--- src/rtl/triangle_to_wireframe_indices_assert.svh ---
// assertion macros used by the line emitter of the wireframe index assembler
`ifndef TRIANGLE_TO_WIREFRAME_INDICES_ASSERT_SVH
`define TRIANGLE_TO_WIREFRAME_INDICES_ASSERT_SVH

// same-cycle implication, checked out of reset
`define TW_ASSERT_NOW(label, ante, cons, msg) \
  label: assert property (@(posedge clk) disable iff (!rst_n) (ante) |-> (cons)) \
    else $error(msg);

// next-cycle implication, checked out of reset
`define TW_ASSERT_NEXT(label, ante, cons, msg) \
  label: assert property (@(posedge clk) disable iff (!rst_n) (ante) |=> (cons)) \
    else $error(msg);

`endif

--- src/rtl/tw_pkg.sv ---
// types and constants of the wireframe index assembler
`timescale 1ns / 1ps
`default_nettype none
package tw_pkg;

  localparam int WORD_BITS = 32;

  localparam logic [1:0] MODE_LIST  = 2'd0;
  localparam logic [1:0] MODE_FAN   = 2'd1;
  localparam logic [1:0] MODE_STRIP = 2'd2;

  localparam logic REG_PRIM_MODE = 1'b0;

  localparam int QUEUE_DEPTH    = 4;
  localparam int QUEUE_PTR_BITS = 2;
  localparam int QUEUE_CNT_BITS = 3;

  localparam logic [2:0] STEP_FIRST = 3'd0;
  localparam logic [2:0] STEP_AB_B  = 3'd1;
  localparam logic [2:0] STEP_BC_B  = 3'd2;
  localparam logic [2:0] STEP_BC_C  = 3'd3;
  localparam logic [2:0] STEP_CA_C  = 3'd4;
  localparam logic [2:0] STEP_LAST  = 3'd5;

  localparam logic [WORD_BITS-1:0] POS_MAX = '1;

  typedef enum logic [1:0] {
    PHASE_EMPTY,
    PHASE_ONE,
    PHASE_READY
  } phase_t;

  typedef struct packed {
    logic has_tri;
    logic clear;
  } tw_ctl_t;

endpackage
`default_nettype wire

--- src/rtl/triangle_to_wireframe_indices.sv ---
// top level of the triangle to wireframe index assembler
//
//  channel | direction | handshake              | word
//  in      | input     | in_valid / in_stall    | vertex_index, end_of_draw
//  out     | output    | out_valid / out_stall  | line_index, output_position, last_of_run
//  cfg     | input     | psel/penable/pready    | prim_mode at byte address 0
//
// a vertex that completes no triangle and ends no draw stays in the front end, off the queue
// a completed triangle holds the line emitter for six indices, one index per cycle unless out_stall holds
// a four-entry queue lets the front end run ahead while the emitter is busy
// synchronous active-low reset clears the draw state, count and mode to list
// out_stall holds the output register; in_stall rises only when the queue is full
`timescale 1ns / 1ps
`default_nettype none
module triangle_to_wireframe_indices #(
  parameter int INDEX_BITS = 32
) (
  input  wire logic        clk,
  input  wire logic        rst_n,
  input  wire logic        in_valid,
  output logic             in_stall,
  input  wire logic [31:0] in_vertex_index,
  input  wire logic        in_end_of_draw,
  output logic             out_valid,
  input  wire logic        out_stall,
  output logic [31:0]      out_line_index,
  output logic [31:0]      out_output_position,
  output logic             out_last_of_run,
  input  wire logic        psel,
  input  wire logic        penable,
  input  wire logic        pwrite,
  input  wire logic [2:0]  paddr,
  input  wire logic [31:0] pwdata,
  output logic [31:0]      prdata,
  output logic             pready
);

  localparam int QUEUE_BITS = 2 + 3 * INDEX_BITS;

  logic [1:0]             mode_r;
  logic                   q_push, q_pop, q_full, q_valid;
  tw_pkg::tw_ctl_t        push_ctl, pop_ctl;
  logic [INDEX_BITS-1:0]  push_a, push_b, push_c;
  logic [INDEX_BITS-1:0]  pop_a, pop_b, pop_c;
  logic [QUEUE_BITS-1:0]  push_data, pop_data;

  assign pready = 1'b1;
  assign prdata = (paddr[2] == tw_pkg::REG_PRIM_MODE) ? 32'(mode_r) : '0;

  always_ff @(posedge clk) begin
    if (!rst_n) begin
      mode_r <= tw_pkg::MODE_LIST;
    end else if (psel && penable && pwrite && pready
                 && paddr[2] == tw_pkg::REG_PRIM_MODE) begin
      mode_r <= pwdata[1:0];
    end
  end

  tw_front #(.INDEX_BITS(INDEX_BITS)) u_front (
    .clk             (clk),
    .rst_n           (rst_n),
    .in_valid        (in_valid),
    .in_stall        (in_stall),
    .in_vertex_index (in_vertex_index),
    .in_end_of_draw  (in_end_of_draw),
    .prim_mode       (mode_r),
    .q_full          (q_full),
    .q_push          (q_push),
    .q_ctl           (push_ctl),
    .q_a             (push_a),
    .q_b             (push_b),
    .q_c             (push_c)
  );

  assign push_data = {push_ctl, push_a, push_b, push_c};
  assign {pop_ctl, pop_a, pop_b, pop_c} = pop_data;

  tw_fifo #(.DATA_BITS(QUEUE_BITS)) u_fifo (
    .clk       (clk),
    .rst_n     (rst_n),
    .push      (q_push),
    .push_data (push_data),
    .full      (q_full),
    .pop       (q_pop),
    .rd_valid  (q_valid),
    .rd_data   (pop_data)
  );

  tw_back #(.INDEX_BITS(INDEX_BITS)) u_back (
    .clk                 (clk),
    .rst_n               (rst_n),
    .q_valid             (q_valid),
    .q_ctl               (pop_ctl),
    .q_a                 (pop_a),
    .q_b                 (pop_b),
    .q_c                 (pop_c),
    .q_pop               (q_pop),
    .out_valid           (out_valid),
    .out_stall           (out_stall),
    .out_line_index      (out_line_index),
    .out_output_position (out_output_position),
    .out_last_of_run     (out_last_of_run)
  );

endmodule
`default_nettype wire

--- src/rtl/tw_fifo.sv ---
// short queue between the vertex front end and the line emitter
`timescale 1ns / 1ps
`default_nettype none
module tw_fifo #(
  parameter int DATA_BITS = 98
) (
  input  wire logic                 clk,
  input  wire logic                 rst_n,
  input  wire logic                 push,
  input  wire logic [DATA_BITS-1:0] push_data,
  output logic                      full,
  input  wire logic                 pop,
  output logic                      rd_valid,
  output logic [DATA_BITS-1:0]      rd_data
);

  logic [DATA_BITS-1:0]              mem_r [tw_pkg::QUEUE_DEPTH];
  logic [tw_pkg::QUEUE_PTR_BITS-1:0] wr_ptr_r;
  logic [tw_pkg::QUEUE_PTR_BITS-1:0] rd_ptr_r;
  logic [tw_pkg::QUEUE_CNT_BITS-1:0] cnt_r;

  assign full     = (cnt_r == tw_pkg::QUEUE_CNT_BITS'(tw_pkg::QUEUE_DEPTH));
  assign rd_valid = (cnt_r != '0);
  assign rd_data  = mem_r[rd_ptr_r];

  always_ff @(posedge clk) begin
    if (push) begin
      mem_r[wr_ptr_r] <= push_data;
    end
  end

  always_ff @(posedge clk) begin
    if (!rst_n) begin
      wr_ptr_r <= '0;
      rd_ptr_r <= '0;
      cnt_r    <= '0;
    end else begin
      if (push) begin
        wr_ptr_r <= wr_ptr_r + 1'b1;
      end
      if (pop) begin
        rd_ptr_r <= rd_ptr_r + 1'b1;
      end
      if (push && !pop) begin
        cnt_r <= cnt_r + 1'b1;
      end else if (pop && !push) begin
        cnt_r <= cnt_r - 1'b1;
      end
    end
  end

endmodule
`default_nettype wire

--- src/rtl/tw_front.sv ---
// vertex front end: holds the first and two latest vertices of the draw and classifies each word
`timescale 1ns / 1ps
`default_nettype none
module tw_front #(
  parameter int INDEX_BITS = 32
) (
  input  wire logic                        clk,
  input  wire logic                        rst_n,
  input  wire logic                        in_valid,
  output logic                             in_stall,
  input  wire logic [tw_pkg::WORD_BITS-1:0] in_vertex_index,
  input  wire logic                        in_end_of_draw,
  input  wire logic [1:0]                  prim_mode,
  input  wire logic                        q_full,
  output logic                             q_push,
  output tw_pkg::tw_ctl_t                  q_ctl,
  output logic [INDEX_BITS-1:0]            q_a,
  output logic [INDEX_BITS-1:0]            q_b,
  output logic [INDEX_BITS-1:0]            q_c
);

  tw_pkg::phase_t          phase_r, phase_nxt;
  logic [INDEX_BITS-1:0]   first_r, first_nxt;
  logic [INDEX_BITS-1:0]   older_r, older_nxt;
  logic [INDEX_BITS-1:0]   newer_r, newer_nxt;
  logic [INDEX_BITS-1:0]   v;
  logic                    accept;
  logic                    has_tri;
  logic                    distinct;

  assign in_stall = q_full;
  assign accept   = in_valid && !q_full;
  assign v        = in_vertex_index[INDEX_BITS-1:0];
  assign distinct = (older_r != newer_r) && (newer_r != v) && (v != older_r);

  always_comb begin
    phase_nxt = phase_r;
    first_nxt = first_r;
    older_nxt = older_r;
    newer_nxt = newer_r;
    has_tri   = 1'b0;
    q_a       = older_r;
    q_b       = newer_r;
    q_c       = v;
    case (phase_r)
      tw_pkg::PHASE_EMPTY: begin
        first_nxt = v;
        older_nxt = v;
        phase_nxt = tw_pkg::PHASE_ONE;
      end
      tw_pkg::PHASE_ONE: begin
        newer_nxt = v;
        phase_nxt = tw_pkg::PHASE_READY;
      end
      tw_pkg::PHASE_READY: begin
        case (prim_mode)
          tw_pkg::MODE_LIST: begin
            has_tri   = 1'b1;
            phase_nxt = tw_pkg::PHASE_EMPTY;
          end
          tw_pkg::MODE_FAN: begin
            has_tri   = 1'b1;
            q_a       = first_r;
            older_nxt = newer_r;
            newer_nxt = v;
          end
          tw_pkg::MODE_STRIP: begin
            has_tri   = distinct;
            older_nxt = newer_r;
            newer_nxt = v;
          end
          default: begin
            older_nxt = newer_r;
            newer_nxt = v;
          end
        endcase
      end
      default: begin
        phase_nxt = tw_pkg::PHASE_EMPTY;
      end
    endcase
    if (in_end_of_draw) begin
      phase_nxt = tw_pkg::PHASE_EMPTY;
      first_nxt = '0;
      older_nxt = '0;
      newer_nxt = '0;
    end
  end

  assign q_push        = accept && (has_tri || in_end_of_draw);
  assign q_ctl.has_tri = has_tri;
  assign q_ctl.clear   = in_end_of_draw;

  always_ff @(posedge clk) begin
    if (!rst_n) begin
      phase_r <= tw_pkg::PHASE_EMPTY;
      first_r <= '0;
      older_r <= '0;
      newer_r <= '0;
    end else if (accept) begin
      phase_r <= phase_nxt;
      first_r <= first_nxt;
      older_r <= older_nxt;
      newer_r <= newer_nxt;
    end
  end

endmodule
`default_nettype wire

--- src/rtl/tw_back.sv ---
// line emitter: expands each triangle into six indices with positions
`timescale 1ns / 1ps
`default_nettype none
module tw_back #(
  parameter int INDEX_BITS = 32
) (
  input  wire logic                         clk,
  input  wire logic                         rst_n,
  input  wire logic                         q_valid,
  input  wire tw_pkg::tw_ctl_t              q_ctl,
  input  wire logic [INDEX_BITS-1:0]        q_a,
  input  wire logic [INDEX_BITS-1:0]        q_b,
  input  wire logic [INDEX_BITS-1:0]        q_c,
  output logic                              q_pop,
  output logic                              out_valid,
  input  wire logic                         out_stall,
  output logic [tw_pkg::WORD_BITS-1:0]      out_line_index,
  output logic [tw_pkg::WORD_BITS-1:0]      out_output_position,
  output logic                              out_last_of_run
);

  logic                          busy_r, busy_nxt;
  logic [2:0]                    step_r, step_nxt;
  logic [INDEX_BITS-1:0]         a_r, b_r, c_r;
  logic                          clear_r;
  logic [tw_pkg::WORD_BITS-1:0]  count_r, count_nxt;
  logic                          out_valid_r;
  logic [tw_pkg::WORD_BITS-1:0]  out_index_r;
  logic [tw_pkg::WORD_BITS-1:0]  out_pos_r;
  logic                          out_last_r;
  logic                          load;
  logic                          emit;
  logic                          finish;
  logic [INDEX_BITS-1:0]         sel;

  assign load   = !out_valid_r || !out_stall;
  assign emit   = busy_r && load;
  assign finish = emit && (step_r == tw_pkg::STEP_LAST);
  assign q_pop  = q_valid && (!busy_r || finish);

  always_comb begin
    case (step_r)
      tw_pkg::STEP_FIRST: sel = a_r;
      tw_pkg::STEP_AB_B:  sel = b_r;
      tw_pkg::STEP_BC_B:  sel = b_r;
      tw_pkg::STEP_BC_C:  sel = c_r;
      tw_pkg::STEP_CA_C:  sel = c_r;
      default:            sel = a_r;
    endcase
  end

  always_comb begin
    busy_nxt  = busy_r;
    step_nxt  = step_r;
    count_nxt = count_r;
    if (emit) begin
      step_nxt = step_r + 1'b1;
      if (count_r != tw_pkg::POS_MAX) begin
        count_nxt = count_r + 1'b1;
      end
    end
    if (finish) begin
      busy_nxt = 1'b0;
      if (clear_r) begin
        count_nxt = '0;
      end
    end
    if (q_pop) begin
      busy_nxt = q_ctl.has_tri;
      step_nxt = tw_pkg::STEP_FIRST;
      if (!q_ctl.has_tri) begin
        count_nxt = '0;
      end
    end
  end

  always_ff @(posedge clk) begin
    if (q_pop) begin
      a_r     <= q_a;
      b_r     <= q_b;
      c_r     <= q_c;
      clear_r <= q_ctl.clear;
    end
    if (emit) begin
      out_index_r <= 32'(sel);
      out_pos_r   <= count_r;
      out_last_r  <= (step_r == tw_pkg::STEP_LAST);
    end
  end

  always_ff @(posedge clk) begin
    if (!rst_n) begin
      busy_r      <= 1'b0;
      step_r      <= tw_pkg::STEP_FIRST;
      count_r     <= '0;
      out_valid_r <= 1'b0;
    end else begin
      busy_r  <= busy_nxt;
      step_r  <= step_nxt;
      count_r <= count_nxt;
      if (load) begin
        out_valid_r <= busy_r;
      end
    end
  end

  assign out_valid           = out_valid_r;
  assign out_line_index      = out_index_r;
  assign out_output_position = out_pos_r;
  assign out_last_of_run     = out_last_r;

`include "triangle_to_wireframe_indices_assert.svh"

  `TW_ASSERT_NOW(a_step_range, busy_r, step_r <= tw_pkg::STEP_LAST, "step past last")
  `TW_ASSERT_NOW(a_pop_idle, q_pop, !busy_r || finish, "queue popped mid run")
  `TW_ASSERT_NEXT(a_clear_after, finish && clear_r && !(q_valid && q_ctl.has_tri), count_r == '0, "count not cleared")
  `TW_ASSERT_NEXT(a_last_word, emit && step_r == tw_pkg::STEP_LAST, out_valid && out_last_of_run, "run end lost")

endmodule
`default_nettype wire
--- config.mk ---
export PLATFORM = sky130hd
export DESIGN_NAME = triangle_to_wireframe_indices
export DESIGN_NICKNAME = d
export VERILOG_FILES = /design/src/rtl/tw_pkg.sv /design/src/rtl/triangle_to_wireframe_indices.sv /design/src/rtl/tw_fifo.sv /design/src/rtl/tw_front.sv /design/src/rtl/tw_back.sv
export VERILOG_INCLUDE_DIRS = /design/src /design/src/rtl
export SDC_FILE = /design/constraint.sdc
export NUM_CORES = 1
export LEC_CHECK = 0
export BUFFER_PORTS_ARGS = -buffer_cell sky130_fd_sc_hd__buf_2
export CAP_MARGIN = 15
export CORE_MARGIN = 3
export CORE_UTILIZATION = 56
export DETAILED_ROUTE_END_ITERATION = 10
export PLACE_DENSITY = 0.74
export SETUP_SLACK_MARGIN = 0.05
export SLEW_MARGIN = 25
export SYNTH_ARGS = -nofsm -noshare
export SYNTH_HDL_FRONTEND = slang
export SYNTH_SLANG_ARGS = --single-unit
export TNS_END_PERCENT = 100
--- constraint.sdc ---
create_clock -name clk -period 10.3 [get_ports clk]
set_clock_uncertainty 0.05 [all_clocks]
set_input_delay 0.515 -clock clk [delete_from_list [all_inputs] [get_ports clk]]
set_output_delay 0.515 -clock clk [all_outputs]
set_load 0.005 [all_outputs]
# Word-level counts from Yosys, hierarchy flattened
# Memories as Yosys holds them, arrays and structs flattened. A register that Yosys moved wholly into a read port is not among the register bits.
# Cells that the tools add are included.
[word_totals]
latchBits = 0
reg_bits = 306
wordCells = 112
mem_bits_ro = 0
mem_bits_rw = 392
n_memories = 1
[classes]
bitwise_logic = 2
n_shift = 0
n_addsub = 6
n_eq_ne = 16
mul = 0
n_mux = 31
reduce_logical = 37
n_div = 0
n_lt_le_gt_ge = 0
[mem_list]
columns = ["memory", "words", "width", "read_ports", "rd_ports_with_merged_regs", "write_ports", "line", "text"]
rows = [
  ["u_fifo.mem_r", 4, 98, 1, 1, 1, "tw_fifo.sv:17", "logic [DATA_BITS-1:0] mem_r [tw_pkg::QUEUE_DEPTH];"],
]
[op_table]
columns = ["cell", "n"]
rows = [
  ["32-bit two-way mux", 14],
  ["32-bit case mux with 2 select lines", 3],
  ["32-bit != test", 3],
  ["32-bit by 1-bit adder with 32-bit output, second input constant", 1],
  ["32-bit != test, second input constant", 1],
  ["1-bit logical AND", 12],
  ["2-bit two-way mux", 5],
  ["3-bit equality test, second input constant", 3],
  ["3-bit nonzero test", 3],
  ["2-bit OR reduction", 4],
  ["3-bit by 1-bit adder with 3-bit output, second input constant", 2],
  ["3-bit by 2-bit equality test with 1-bit output, second input constant", 2],
  ["1-bit zero test", 6],
  ["3-bit two-way mux", 2],
  ["2-bit case mux with 3 select lines", 1],
  ["3-bit AND reduction", 2],
  ["2-bit nonzero test", 3],
  ["1-bit two-way mux", 5],
  ["2-bit by 1-bit adder with 2-bit output, second input constant", 2],
  ["2-bit by 1-bit equality test with 1-bit output, second input constant", 2],
  ["2-bit equality test, second input constant", 2],
  ["2-bit zero test", 2],
  ["2-bit AND reduction", 2],
  ["3-bit by 1-bit equality test with 1-bit output, second input constant", 1],
  ["other kinds (6)", 9],
]

# Depth between registers and ports, before layout
[depth]
depth_word = 11
mapped_depth = 13

# Modules after synthesis
# From an unflattened synthesis, not the netlist that was laid out.
[hier_totals]
cells_unflattened = 1798
hier_area_um2 = 28439.8
[modules_own_cells]
columns = ["mod", "cells_each", "seq_area_each_um2", "n_inst", "area_per_inst_um2"]
rows = [
  ["tw_fifo", 555, 11951.5, 1, 14572.7],
  ["tw_back", 519, 5605.4, 1, 7440.9],
  ["tw_front", 680, 1961.9, 1, 6079.6],
  ["triangle_to_wireframe_indices", 44, 40.0, 1, 346.6],
]

# Worst setup path before layout
# Ideal clock, no wire load.
[synth_path]
kind = "input-to-reg"
start = "input in_vertex_index[18]"
end = "memory u_fifo.mem_r[0][0] (enable)"
path_buffers = 0
setup_slack_ps = 5670
t_required_ps = 9782
t_arrival_ps = 4112
cell_stages = 7
path_cell_list = "xor2_1 nor4_1 nand4_1 nor2_1 or4_1 a31oi_1 and2_1"
[synth_via]
elab_chain_len = 9
elab_cells_between_ends = 10
classes_between = "eq/ne: 2; mux: 4; reduce/logical: 4"
[synth_rtl]
columns = ["item", "line", "text"]
rows = [
  ["from (decl)", "triangle_to_wireframe_indices.sv:22", "input wire logic [31:0] in_vertex_index,"],
  ["32-bit != test", "tw_front.sv:34", "assign distinct = (older_r != newer_r) && (newer_r != v) && (v != older_r);"],
  ["1-bit logical AND", "tw_front.sv:34", ""],
  ["1-bit logical AND (*)", "tw_front.sv:34", ""],
  ["1-bit case mux with 2 select lines (*)", "tw_front.sv:56", "case (prim_mode)"],
  ["1-bit two-way mux (*)", "tw_front.sv:45", "case (phase_r)"],
  ["1-bit logical OR (*)", "tw_front.sv:90", "assign q_push = accept && (has_tri || in_end_of_draw);"],
  ["1-bit logical AND (*)", "tw_front.sv:90", ""],
  ["named net q_push", "triangle_to_wireframe_indices.sv:41", "logic q_push, q_pop, q_full, q_valid;"],
  ["1-bit two-way mux (*)", "tw_fifo.sv:27", "if (push) begin"],
  ["1-bit two-way mux (implied by the code) (*)", "tw_fifo.sv:28", "mem_r[wr_ptr_r] <= push_data;"],
  ["to (decl)", "tw_fifo.sv:17", ""],
]
# Mark *: on every way through the listed nets, which the timed path passes. The rest lies on a longest branch.

# Final worst setup path
[layout_path]
start = "register u_front.newer_r[24], in the netlist u_front.q_b[24]"
end = "memory u_fifo.mem_r[1][30] (enable)"
[layout_via]
elab_chain_len = 9
elab_cells_between_ends = 10
classes_between = "eq/ne: 2; mux: 4; reduce/logical: 4"
[layout_rtl]
columns = ["item", "line", "text"]
rows = [
  ["from (decl)", "tw_front.sv:25", "logic [INDEX_BITS-1:0] newer_r, newer_nxt;"],
  ["from (signal assigned)", "tw_front.sv:104", "newer_r <= newer_nxt;"],
  ["32-bit != test", "tw_front.sv:34", ""],
  ["1-bit logical AND (*) (2 in a row)", "tw_front.sv:34", ""],
  ["1-bit case mux with 2 select lines (*)", "tw_front.sv:56", ""],
  ["1-bit two-way mux (*)", "tw_front.sv:45", ""],
  ["1-bit logical OR (*)", "tw_front.sv:90", ""],
  ["1-bit logical AND (*)", "tw_front.sv:90", ""],
  ["named net q_push", "triangle_to_wireframe_indices.sv:41", ""],
  ["1-bit two-way mux (*)", "tw_fifo.sv:27", ""],
  ["1-bit two-way mux (implied by the code) (*)", "tw_fifo.sv:28", ""],
]
# Marked as above.

==> results.sh <==
export IMPL_holdPathStages=3
export IMPL_clk_latency_ns=0.59
export IMPL_post_cts_resize_count=0
export IMPL_reg2reg_slack_ns=5.72
export IMPL_drt_iter0_drc=1259
export IMPL_ys_flop_type="edfxtp_1"
export IMPL_dp_hpwl_mm=34.15
export IMPL_globalRouteTotalUtil_pct=22.62
export IMPL_end_kind="flip-flop"
export IMPL_antenna_found_initial=2
export IMPL_path_class="flip-flop to flip-flop"
export IMPL_cts_clk_slew_worst_paths_ns=0.06
export IMPL_sw_frac_of_total_pct=26.05
export IMPL_clkPwrFrac_pct=32.5
export IMPL_globalplace_congestion=0.8547
export IMPL_netlist_instances=1765
export IMPL_finalPower_w=0.007444
export IMPL_fp_dieArea_um2=52210
export IMPL_hold_class="input port to flip-flop"
export IMPL_postCtsHoldBufs=0
export IMPL_intPower_w=0.005505
export IMPL_synth_distinct_cells=46
export IMPL_nFillCells=3329
export IMPL_gr_total_overflow=0
export IMPL_synth_warnings=0
export IMPL_pwr_share_comb_pct=16.4
export IMPL_worst_slack_ns=5.716
export IMPL_use_met2_pct=38.43
export IMPL_power_density_nw_per_um2=239.5
export IMPL_drv_cap=0
export IMPL_hold_violations=0
export IMPL_setup_violations=0
export IMPL_grt_busiest_layer="met2"
export IMPL_synth_seq_cells=700
export IMPL_final_period_utilization_pct=44.51
export IMPL_seq_power_share_pct=51.1
export IMPL_gr_usage_met3_pct=3.440
export IMPL_crit_path_start="u_front.q_b[24]$_SDFFE_PN0P_"
export IMPL_max_clock_freq_mhz=218.1
export IMPL_synth_edf_count=554
export IMPL_avgSynthCellArea_um2=15.71
export IMPL_synth_top_area_share_pct=60.01
export IMPL_globalRouteMet1Util_pct=30.74
export IMPL_register_area_um2=19570
export IMPL_drv_slew=0
export IMPL_ys_top_cells_by_area="edfxtp_1, dfxtp_1, mux4_2, xor2_1, nand2_1"
export IMPL_drive_above_1_share_pct=19.64
export IMPL_yosysTopAreaCell="edfxtp_1"
export IMPL_setup_tns_ns=0
export IMPL_crit_path_max_fanout=56
export IMPL_area_growth_pct=12.10
export IMPL_wl_mm=58.45
export IMPL_rr_startpoint="u_front.q_b[24]$_SDFFE_PN0P_"
export IMPL_fp_row_count=80
export IMPL_required_ns=10.45
export IMPL_dr_pass1_iters=5
export IMPL_irDropWorstVdd_mv=0.1490
export IMPL_worst_hold_slack_ns=0.1619
export IMPL_syn_area_um2=27720
export IMPL_vias=15120
export IMPL_switchingPower_w=0.001939
export IMPL_core_area_um2=48350
export IMPL_io_pins=175
export IMPL_htreeDepth=3
export IMPL_r2r_end="u_fifo.mem_r[1][30]$_DFFE_PP_"
export IMPL_status="complete, no violations"
export IMPL_cts_num_sinks=700
export IMPL_hold_end="mode_r[1]$_SDFFE_PN0P_"
export IMPL_utilization_pct=64.28
export IMPL_first_global_vias=15660
export IMPL_critPathArrivalTime_ns=4.74
export IMPL_cts_buffers_inserted=70
export IMPL_die_w_um=228.5
export IMPL_slew_headroom_pct=32.41
export IMPL_viasPerCell=5.831
export IMPL_portBuffers=111
export IMPL_ys_seq_area_share_pct=70.55
export IMPL_cts_root_buf="clkbuf_16"
export IMPL_fp_dieH_um=228.5
export IMPL_r2r_cells=8
export IMPL_clockBufferDepth=3
export IMPL_wl_per_cell_um=22.54
export IMPL_multiInputGateArea_um2=7719
export IMPL_cts_setup_buffers=0
export IMPL_worstSetupStartpointType="flip-flop"
export IMPL_start_util_pct=57.34
export IMPL_post_place_ws_ns=5.530
export IMPL_leakagePower_nw=10.98
export IMPL_drc=0
export IMPL_rsz0062_at_grt="no"
export IMPL_grt_start_max_net_pins=115
export IMPL_drtAntennaViolNets=0
export IMPL_async_flop_share_pct=0
export IMPL_final_nets=1968
export IMPL_cts_tree="yes"
export IMPL_grt_pass1_wl_mm=91.41
export IMPL_post_route_min_period_ns=4.584
export IMPL_min_from="pwdata[1]"
export IMPL_tightest_slew_ns=1.014
-- how the worst max path moves through the flow --
stage	end	slack, ns	cells past startpoint
6_report	u_fifo.mem_r[1][30]$_DFFE_PP_	5.72	8
5_1_grt	u_fifo.mem_r[1][65]$_DFFE_PP_	5.54	8
2_1_floorplan	u_fifo.mem_r[0][0]$_DFFE_PP_	5.67	7
3_5_place_dp	u_fifo.mem_r[3][4]$_DFFE_PP_	5.53	9
3_3_place_gp	u_fifo.mem_r[3][31]$_DFFE_PP_	5.63	9
4_1_cts	u_fifo.mem_r[0][33]$_DFFE_PP_	5.69	8
-- state kept, by name, indices dropped and copies added (netlist names), named ones only --
register / flops
mode_r: 2
u_back.a_r: 32
u_back.b_r: 32
u_back.busy_r: 1
u_back.c_r: 32
u_back.clear_r: 1
u_back.count_r: 32
u_back.out_last_of_run: 1
u_back.out_line_index: 32
u_back.out_output_position: 32
u_back.out_valid: 1
u_back.step_r: 3
u_fifo.cnt_r: 3
u_fifo.mem_r: 392
u_fifo.rd_ptr_r: 2
u_fifo.wr_ptr_r: 2
u_front.first_r: 32
u_front.older_r: 32
u_front.phase_r: 2
u_front.q_b: 32
-- critical path, stage by stage, from the launching register on --
cell,delay (ns)
dfxtp_1,0.55
xor2_1,0.35
nor4_1,0.11
nand4_1,0.10
nor2_1,0.05
or4_1,0.57
a31oi_1,0.75
and2_4,0.74
buf_4,0.82
-- synthesized netlist by cell type, types with 2 or more instances --
cell      instances
inv_1            11
a21boi_0         68
edfxtp_1        554
nand4b_1          2
nor3b_1           2
and4_1            2
and2_1           12
xnor2_1          20
a22oi_1          32
buf_6             2
o21ai_1           2
conb_1            2
mux2i_1          37
mux2_2           33
a21oi_1          44
mux4_2           98
nand2_1         222
nor4_1           27
nand3_1           7
and3_1            3
ha_1             10
nand2b_1          2
nor2b_1          72
nor2_1           45
or4_1             2
xor2_1          108
o21ai_0           8
buf_2             4
or3_1             7
dfxtp_1         146
nor3_1           43
nand3_2           2
o211ai_1          2
nand4_1          14
buf_4            31
buf_1            10
clkbuf_1         70
-- area by class of cell --
class	instances	area share, %
Sequential cell	700	62.96
Multi-Input combinational cell	966	24.84
Clock buffer	98	6.333
Tap cell	656	2.641
Timing Repair Buffer	133	2.395
Clock inverter	27	0.6804
Inverter	11	0.1409
Antenna cell	2	0.01610
-- logic make-up (layout without fill, tap and decap cells) --
logic type	Yosys count	count (layout)	synth area share (%)
compound gates	160	160	3.899
xor+xnor	128	128	4.044
fa+ha+maj	11	11	0.5235
buf+inv	128	269	2.225
flops	700	700	70.55
mux	168	168	10.64
other cells	2	33	0.02709
simple gates	468	468	8.096
-- per-stage QoR --
stage,instance area (um^2),cells
2_1_floorplan,27830,1794
3_3_place_gp,28860,2465
3_5_place_dp,28890,2466
4_1_cts,31070,2591
5_1_grt,31070,2591
6_report,31080,2593
-- routing by layer --
metal	part of all wire (%)	routed length (um)
met5	0	0
met4	1.9	1114
met3	5.5	3233
met2	50	29370
met1	42	24730
-- power by group through the flow --
stage	combinational [W]	sequential (W)	clock [W]
2_1_floorplan	0.000841	0.00381	0
3_3_place_gp	0.00120	0.00384	0
3_5_place_dp	0.00124	0.00386	0
4_1_cts	0.00124	0.00381	0.00246
5_1_grt	0.00133	0.00384	0.00258
6_report	0.00122	0.00381	0.00242
-- cell usage in the layout (no fill, tap or decap), drive strengths merged, types with 27 or more instances in the layout --
cell type | netlist | final
a21boi | 68 | 68
a21oi | 44 | 44
a22oi | 32 | 32
buf | 47 | 133
clkbuf | 70 | 98
conb | 2 | 31
dfxtp | 146 | 146
edfxtp | 554 | 554
mux2 | 33 | 33
mux2i | 37 | 37
mux4 | 98 | 98
nand2 | 222 | 222
nor2 | 45 | 45
nor2b | 72 | 72
nor3 | 43 | 43
nor4 | 27 | 27
xor2 | 108 | 108
Power figures use the tool's default switching activity.
